**config.mk**
```make
export PLATFORM = sky130hd
export DESIGN_NAME = utf8_to_utf16_decoder
export DESIGN_NICKNAME = d
export VERILOG_FILES = /design/src/rtl/core/u8u16_pkg.sv /design/src/rtl/core/utf8_to_utf16_decoder.sv
export SDC_FILE = /design/constraint.sdc
export NUM_CORES = 1
export LEC_CHECK = 0
export BUFFER_PORTS_ARGS = -buffer_cell sky130_fd_sc_hd__buf_2
export CORE_UTILIZATION = 40
export DETAILED_ROUTE_END_ITERATION = 10
export HOLD_SLACK_MARGIN = 0.06
export SYNTH_ARGS = -nofsm -noshare
export SYNTH_HDL_FRONTEND = slang
export SYNTH_SLANG_ARGS = --single-unit
```
**constraint.sdc**
```tcl
create_clock -name clk -period 2.79 [get_ports clk]
set_input_delay 0.279 -clock clk [delete_from_list [all_inputs] [get_ports clk]]
set_output_delay 0.279 -clock clk [all_outputs]
set_load 0.01 [all_outputs]
```
**src/rtl/core/u8u16_pkg.sv**
```systemverilog
// ----------------------------------------------------------------------------
// u8u16_pkg
// Types and constants shared by the UTF-8 to UTF-16 decoder.
// ----------------------------------------------------------------------------
package u8u16_pkg;

  typedef struct packed {
    logic [7:0] in_byte;
    logic       end_of_text;
  } in_item_t;

  typedef struct packed {
    logic [15:0] code_unit;
    logic        last_of_run;
  } out_item_t;

  localparam logic [1:0] NEED_NONE  = 2'd0;
  localparam logic [1:0] NEED_ONE   = 2'd1;
  localparam logic [1:0] NEED_TWO   = 2'd2;
  localparam logic [1:0] NEED_THREE = 2'd3;

  localparam logic [7:0]  LEAD2_MASK   = 8'he0;
  localparam logic [7:0]  LEAD2_CODE   = 8'hc0;
  localparam logic [7:0]  LEAD3_MASK   = 8'hf0;
  localparam logic [7:0]  LEAD3_CODE   = 8'he0;
  localparam logic [20:0] PLANE1_BASE  = 21'h10000;
  localparam logic [15:0] SURR_HIGH    = 16'hd800;
  localparam logic [15:0] SURR_LOW     = 16'hdc00;

endpackage

```
**src/rtl/core/utf8_to_utf16_decoder.sv**
```systemverilog
// ----------------------------------------------------------------------------
// utf8_to_utf16_decoder
// Stream decoder from UTF-8 bytes to UTF-16 code units.
// ----------------------------------------------------------------------------
// Usage: the text channel carries one UTF-8 byte per word with a flag on the
// final byte of the text; the unit channel carries UTF-16 code units, with a
// flag on the last unit caused by one byte. Both channels use valid/stall.
// An accepted byte sits in an input register; the decode of that byte and the
// held sequence state runs in one pass into a result register of up to three
// units. A byte that completes a sequence has its first unit on the unit
// channel once it has moved from the input register to the result register.
// One byte is taken per cycle while each byte gives at most one unit and
// unit_stall is low; a byte that gives two or three units holds the input
// side while the result register drains one unit per cycle unless unit_stall
// is high. While the unit receiver stalls, one further byte is still taken
// into the input register before text_stall rises. Reset clears the pending
// sequence and both registers; no unit is lost or repeated under stalls.
// ----------------------------------------------------------------------------
module utf8_to_utf16_decoder (
  input  logic                 clk,
  input  logic                 rst,
  input  logic                 text_valid,
  output logic                 text_stall,
  input  u8u16_pkg::in_item_t  text_item,
  output logic                 unit_valid,
  input  logic                 unit_stall,
  output u8u16_pkg::out_item_t unit_item
);

  u8u16_pkg::in_item_t inq;
  logic                inq_valid;

  logic [7:0] lead_held;
  logic [1:0] bytes_needed;
  logic [1:0] bytes_held;
  logic [7:0] follow_store [2];

  logic [7:0] lead_held_next;
  logic [1:0] bytes_needed_next;
  logic [1:0] bytes_held_next;
  logic       follow_wr;

  logic [1:0]  res_cnt;
  logic [15:0] res_unit [3];

  logic [1:0]  dec_cnt;
  logic [15:0] dec_unit [3];

  logic        out_take;
  logic        res_free;
  logic        move;
  logic        in_take;

  logic [7:0]  b;
  logic [2:0]  held_plus;
  logic [20:0] wide_ch;
  logic [19:0] wide_off;

  assign out_take   = (res_cnt != 2'd0) && !unit_stall;
  assign res_free   = (res_cnt == 2'd0) || ((res_cnt == 2'd1) && out_take);
  assign move       = inq_valid && res_free;
  assign text_stall = inq_valid && !res_free;
  assign in_take    = text_valid && !text_stall;

  assign unit_valid            = (res_cnt != 2'd0);
  assign unit_item.code_unit   = res_unit[0];
  assign unit_item.last_of_run = (res_cnt == 2'd1);

  assign b         = inq.in_byte;
  assign held_plus = {1'b0, bytes_held} + 3'd1;
  assign wide_ch   = {lead_held[2:0], follow_store[0][5:0], follow_store[1][5:0], b[5:0]};
  assign wide_off  = 20'(wide_ch - u8u16_pkg::PLANE1_BASE);

  always_comb begin
    lead_held_next    = lead_held;
    bytes_needed_next = bytes_needed;
    bytes_held_next   = bytes_held;
    follow_wr         = 1'b0;
    dec_cnt           = 2'd0;
    dec_unit[0]       = {8'd0, b};
    dec_unit[1]       = {8'd0, b};
    dec_unit[2]       = {8'd0, b};
    if (bytes_needed == u8u16_pkg::NEED_NONE) begin
      if (!b[7] || inq.end_of_text) begin
        dec_cnt = 2'd1;
      end else begin
        lead_held_next  = b;
        bytes_held_next = 2'd0;
        if ((b & u8u16_pkg::LEAD2_MASK) == u8u16_pkg::LEAD2_CODE) begin
          bytes_needed_next = u8u16_pkg::NEED_ONE;
        end else if ((b & u8u16_pkg::LEAD3_MASK) == u8u16_pkg::LEAD3_CODE) begin
          bytes_needed_next = u8u16_pkg::NEED_TWO;
        end else begin
          bytes_needed_next = u8u16_pkg::NEED_THREE;
        end
      end
    end else if ((held_plus >= {1'b0, bytes_needed}) || inq.end_of_text) begin
      bytes_needed_next = u8u16_pkg::NEED_NONE;
      bytes_held_next   = 2'd0;
      if (held_plus == {1'b0, bytes_needed}) begin
        case (bytes_needed)
          u8u16_pkg::NEED_ONE: begin
            dec_cnt     = 2'd1;
            dec_unit[0] = {5'd0, lead_held[4:0], b[5:0]};
          end
          u8u16_pkg::NEED_TWO: begin
            dec_cnt     = 2'd1;
            dec_unit[0] = {lead_held[3:0], follow_store[0][5:0], b[5:0]};
          end
          u8u16_pkg::NEED_THREE: begin
            if (wide_ch[20:16] != 5'd0) begin
              dec_cnt     = 2'd2;
              dec_unit[0] = u8u16_pkg::SURR_HIGH + {6'd0, wide_off[19:10]};
              dec_unit[1] = u8u16_pkg::SURR_LOW + {6'd0, wide_off[9:0]};
            end else begin
              dec_cnt     = 2'd1;
              dec_unit[0] = wide_ch[15:0];
            end
          end
          default: begin
            dec_cnt = 2'd1;
          end
        endcase
      end else begin
        dec_unit[0] = {8'd0, lead_held};
        if (bytes_held == 2'd0) begin
          dec_cnt     = 2'd2;
          dec_unit[1] = {8'd0, b};
        end else if ((follow_store[0] & u8u16_pkg::LEAD2_MASK) == u8u16_pkg::LEAD2_CODE) begin
          dec_cnt     = 2'd2;
          dec_unit[1] = {5'd0, follow_store[0][4:0], b[5:0]};
        end else begin
          dec_cnt     = 2'd3;
          dec_unit[1] = {8'd0, follow_store[0]};
          dec_unit[2] = {8'd0, b};
        end
      end
    end else begin
      follow_wr       = 1'b1;
      bytes_held_next = 2'(held_plus);
    end
  end

  always_ff @(posedge clk) begin
    if (rst) begin
      inq_valid    <= 1'b0;
      res_cnt      <= 2'd0;
      lead_held    <= 8'd0;
      bytes_needed <= u8u16_pkg::NEED_NONE;
      bytes_held   <= 2'd0;
    end else begin
      if (in_take) begin
        inq_valid <= 1'b1;
      end else if (move) begin
        inq_valid <= 1'b0;
      end
      if (move) begin
        res_cnt      <= dec_cnt;
        lead_held    <= lead_held_next;
        bytes_needed <= bytes_needed_next;
        bytes_held   <= bytes_held_next;
      end else if (out_take) begin
        res_cnt <= res_cnt - 2'd1;
      end
    end
  end

  always_ff @(posedge clk) begin
    if (in_take) begin
      inq <= text_item;
    end
    if (move && follow_wr) begin
      follow_store[bytes_held[0]] <= b;
    end
    if (move) begin
      res_unit[0] <= dec_unit[0];
      res_unit[1] <= dec_unit[1];
      res_unit[2] <= dec_unit[2];
    end else if (out_take) begin
      res_unit[0] <= res_unit[1];
      res_unit[1] <= res_unit[2];
    end
  end

  a_held_below_needed: assert property (@(posedge clk) disable iff (rst)
    (bytes_needed != u8u16_pkg::NEED_NONE) |-> (bytes_held < bytes_needed))
    else $error("held byte count reached the needed count");

  a_idle_no_held: assert property (@(posedge clk) disable iff (rst)
    (bytes_needed == u8u16_pkg::NEED_NONE) |-> (bytes_held == 2'd0))
    else $error("held bytes without a pending sequence");

  a_end_clears: assert property (@(posedge clk) disable iff (rst)
    (move && inq.end_of_text) |=> (bytes_needed == u8u16_pkg::NEED_NONE))
    else $error("sequence still pending after the final byte");

  a_stall_only_full: assert property (@(posedge clk) disable iff (rst)
    text_stall |-> (inq_valid && (res_cnt != 2'd0)))
    else $error("input stalled with room to move");

  a_inq_kept: assert property (@(posedge clk) disable iff (rst)
    (inq_valid && !move) |=> inq_valid)
    else $error("buffered byte dropped");

endmodule
```
---- Word level (Yosys, flattened, before mapping) ----
Memory sizes are Yosys's and may differ from the RTL's.
Cells that the tools add are included.
word-level totals
  memories kept ........................... 2
  logic and storage cells ................. 91
  bits of input ports ..................... 13
  RAM bits ................................ 64
  register bits after elaboration ......... 24
cells by class
  eq/ne operators ......................... 9
  bitwise gates (word level) .............. 3
  reduce and logical (&&, ||, !) cells .... 24
  muxes and demuxes ....................... 40
  add/sub/neg operators ................... 5
  order comparisons ....................... 1
memory list
  name          words  bits a word  read ports  clocked after Yosys merged registers in  write ports  RTL line                     text
  res_unit      3      16           3           0                                        3            utf8_to_utf16_decoder.sv:44  logic [15:0] res_unit [3];
  follow_store  2      8            2           0                                        1            utf8_to_utf16_decoder.sv:36  logic [7:0] follow_store [2];
operators by type and width
  operator                  count
  $mux W48                  2
  $mux W16                  5
  $pmux W16 S3              1
  $add A15 B11 Y16 const A  2
  $mux W32                  1
  $mux W2                   14
  $mux W11                  2
  $sub A20 B17 Y20 const B  1
  $mux W1                   15
  $reduce_bool A2 Y1        4
  $eq A3 B3 Y1 const B      2
  $logic_and A1 B1 Y1       6
  $logic_not A2 Y1          3
  $reduce_and A3 Y1         2
  $reduce_bool A5 Y1        1
  $eq A2 B1 Y1 const B      2
  $eq A2 B2 Y1 const B      2
  $eq A4 B4 Y1 const B      1
  $logic_not A1 Y1          4
  $add A2 B1 Y3 const B     1
  $eq A3 B2 Y1              1
  $ge A3 B2 Y1              1
  $logic_or A1 B1 Y1        3
  $ne A2 B2 Y1 const B      1
  4 further kinds           5

---- Longest topological paths before layout ----
  depth in word-level cells ............... 9
  depth in mapped cells ................... 9
  mapped depth without buffers ............ 8

---- Worst setup path after synthesis ----
No wires, ideal clock.
  path kind ............................... register to register
  start point ............................. register bytes_needed[1]
  end point ............................... memory follow_store[0][0] (enable)
  path buffers ............................ 1
  cell stages (with the launch flop) ...... 6
  arrival time ............................ 2.323 ns
  setup slack ............................. 0.072 ns
  period minus slack after synthesis ...... 2.718 ns
  cell sequence ........................... dfxtp_1 inv_1 fa_1 a311o_1 buf_2 nor4_1
between the ends
  longest elaborated chain between the ends .. 7
  elaborated cells on any way between the ends .. 8
  classes of those cells .................. 1 x order compare; 4 x mux; 3 x reduce/logical
RTL lines
  element                          RTL line                      text
  from (decl)                      utf8_to_utf16_decoder.sv:34   logic [1:0] bytes_needed;
  from (signal assigned)           utf8_to_utf16_decoder.sv:149  bytes_needed <= u8u16_pkg::NEED_NONE;
  from (signal assigned)           utf8_to_utf16_decoder.sv:160  bytes_needed <= bytes_needed_next;
  $ge A3 B2 Y1                     utf8_to_utf16_decoder.sv:97   end else if ((held_plus >= {1'b0, bytes_needed}) || inq.end_of_text) begin
  $logic_or A1 B1 Y1               utf8_to_utf16_decoder.sv:97
  $mux W1                          utf8_to_utf16_decoder.sv:97
  $mux W1 *                        utf8_to_utf16_decoder.sv:83   if (bytes_needed == u8u16_pkg::NEED_NONE) begin
  $logic_and A1 B1 Y1 *            utf8_to_utf16_decoder.sv:172  if (move && follow_wr) begin
  $mux W1 *                        utf8_to_utf16_decoder.sv:172
  $mux W1 (implied by the code) *  utf8_to_utf16_decoder.sv:173  follow_store[bytes_held[0]] <= b;
  to (decl)                        utf8_to_utf16_decoder.sv:36
Every way passes the cells marked *; elsewhere a longest branch is shown, timed or not.

==> summary.md <==
| Metric | Value |
|---|---|
| Crit path cell chain | `inv_1, ha_1, nor4b_2, nor2_2, mux2i_1, a211oi_1, a211o_1` |
| Hold Slack | `0.0931 ns` |
| Fraction of synthesized cell area in xor and xnor cells | `0%` |
| Buf+Inv Stages, Crit Path | `1` |
| Post-synth EDFFs | `59` |
| Post-synth net total | `347` |
| Slew @ Worst Pin | `0.640 ns` |
| Unique masters post-synth | `52` |
| Clock Pin Slew Worst Setup and Hold Paths | `0.09 ns` |
| Ys async rst share | `0%` |
| Worst-skew pair later-pin latency | `0.35 ns` |
| Crit-path slowest cell | `edfxtp_1` |
| CP Data Required Time | `2.89 ns` |
| Max-Slew Margin vs Limit | `57.2%` |
| Most frequent cells in the layout | `59 x edfxtp_1, 33 x nor2_1, 31 x nand2_1, 31 x buf_2, 23 x a21oi_1` |
| First-pass GRT wire length | `13400 um` |
| Post-synthesis compound-gate area fraction | `16.2%` |
| Row Count | `34` |
| Minimum clock period | `2.49 ns` |
| Fraction of the cycle the final worst path needs | `89.3%` |
| Largest family of logic cells by synthesized area | `compound AO/OA/AOI/OAI gates` |
| Via density per instance | `5.57` |
| Worst Setup Start Kind | `flip-flop` |
| HP Start | `text_item[2]` |
| Clock buffer count from CTS | `9` |
| Initial core utilization | `41.4%` |
| CP delay by family, top | `simple AND/OR/NAND/NOR gates` |
| DRC | `0` |
| Most common cell after layout, fill and taps aside | `edfxtp_1` |
| MaxCap Viol Count | `0` |
| Post-route setup TNS | `0 ns` |
| Cts hold-fix bufs | `0` |
| Yosys warning total | `0` |
| Post-route ant nets | `0` |
| Setup CP Type | `flip-flop to flip-flop` |
| Simple-Gate Fraction of Synth Area | `13.1%` |
| Final slew viol count | `0` |
| Post-synthesis mux area share | `3.05%` |
| Post-Syn Area per Cell | `11.0 um^2` |
| CP Data Arrival Time | `2.59 ns` |
| # diodes | `0` |
| DIE WIDTH | `97.0 um` |
| Post-synthesis instance total | `327` |
| Initial antenna violation count | `0` |
| RSZ-0062 raised after global routing | `no` |
| Clock Skew | `0.0114 ns` |
| Final Hold Fails | `0` |
| Post-DP HPWL | `6030 um` |
| Power per Cell Area | `729 nW/um^2` |
| H-tree levels | `3` |
| Final net count | `373` |
| Largest net degree at the start of global routing | `29` |
| Port Buffer Count | `31` |
| Worst r2r src | `follow_store[0][5]` |
| I/O pins | `32` |
| Post-CTS Resized | `0` |
| Tot Pwr | `0.00294 W` |
| Clk buf depth | `2` |
| Status | `finished, final reports clean` |
| Layout cell share with drive strength beyond 1 | `19.0%` |
| Core Footprint | `8720 um^2` |
| Placed Cells | `450` |
| Maximum fanout along the worst path | `10` |
| Final wirelength | `8310 um` |
| 1st-iter DRT viols | `313` |
| CTS tree | `done` |
| Global route overflow | `0` |
| Area growth syn-to-layout | `11.6%` |
| Synth Flop Type | `edfxtp_1` |
| Final setup vio count | `0` |
| Clk root buf | `clkbuf_8` |
| Register area share after synthesis | `57.4%` |
| Static leakage | `1.50 nW` |
| Post-layout util | `46.2%` |
| Setup Buffers After CTS | `0` |
| Via Count | `2597` |
| VDD IR max | `306 uV` |
| Sink Count | `74` |
| F_max | `401 MHz` |
| Final Non-Filler Cells | `466` |
| Die Span Y | `97.0 um` |
| Worst hold path class | `primary input to flip-flop` |
| Crit. Startpoint | `follow_store[0][5]` |
| CP max stage delay | `0.52 ns` |
| Die ar. | `9410 um^2` |
| DR pass1 iterations | `5` |
| Crit. End Element | `flip-flop` |
| Mapped cell area | `3610 um^2` |
| Placer Congestion | `0.928` |
| Average routed wire per standard cell | `17.8 um` |
| Adder-Cell Fraction of Synth Area | `2.64%` |
| Number of global-route vias before repair | `2427` |
| #FFs+latches synth | `74` |
| GRT Util Overall | `18.6%` |
## cell type report
cell class	count	area, um^2
Inverter	19	71.3
Fill cell	812	4690
Timing Repair Buffer	46	268
Sequential cell	74	2070
Tap cell	108	135
Clock inverter	7	82.6
Clock buffer	9	124
Multi-Input combinational cell	203	1270
## per-stage QoR
stage / setup slack (ns) / instance area, um^2
after floorplan: 0.0720 / 3610
after global placement: 0.367 / 3820
after detailed placement: 0.385 / 3820
after CTS: 0.342 / 4030
after global routing: 0.148 / 4030
final: 0.299 / 4030
## routing by layer
layer | GRT usage, % | vias up | routed length (um)
met5 | 0 | - | 0
met4 | 7.35 | 0 | 146
met3 | 3.11 | 15 | 404
met2 | 28.2 | 98 | 3860
met1 | 26.5 | 1236 | 3890
li1 | - | 1248 | -
## cell usage after synthesis, drive strengths merged (5+ instances only)
| cell type | instances | area, um^2 |
|---|---|---|
| edfxtp | 59 | 1770 |
| nor2 | 34 | 130 |
| nand2 | 31 | 116 |
| a21oi | 25 | 140 |
| buf | 25 | 180 |
| inv | 19 | 71.3 |
| o21ai | 16 | 80.1 |
| dfxtp | 15 | 300 |
| nand3 | 14 | 70.1 |
| mux2i | 11 | 110 |
| a221o | 6 | 60.1 |
| clkbuf | 6 | 22.5 |
| ha | 6 | 75.1 |
| nor3 | 5 | 25.0 |
## registers in the layout (all words and copies together) (netlist names)
name / count
b: 8
bytes_held: 2
bytes_needed: 2
follow_store: 14
inq: 1
inq_valid: 1
lead_held: 8
res_cnt: 2
res_unit: 36
## power by group
group / leakage, nW / switching, W / internal, W
Combinational: 0.717 / 0.000357 / 0.000207
Clock: 0.0988 / 0.000442 / 0.000428
Sequential: 0.686 / 0.0000748 / 0.00143
## final timing paths
check | end | slack [ns] | cells after the start
worst min register to register | lead_held[7] | 0.46 | 2
worst max register to register | res_unit[0][22] | 0.30 | 7
worst min-delay path | b[1] | 0.09 | 1
worst max-delay path | res_unit[0][22] | 0.30 | 7
## cell families after synthesis
kind of cell	Yosys count
AOI/OAI and AO/OA	83
and+or+nand+nor	102
adders and majority gates	7
muxes	11
DFF	74
buffers and inverters	50
Power figures use the tool's default switching activity.
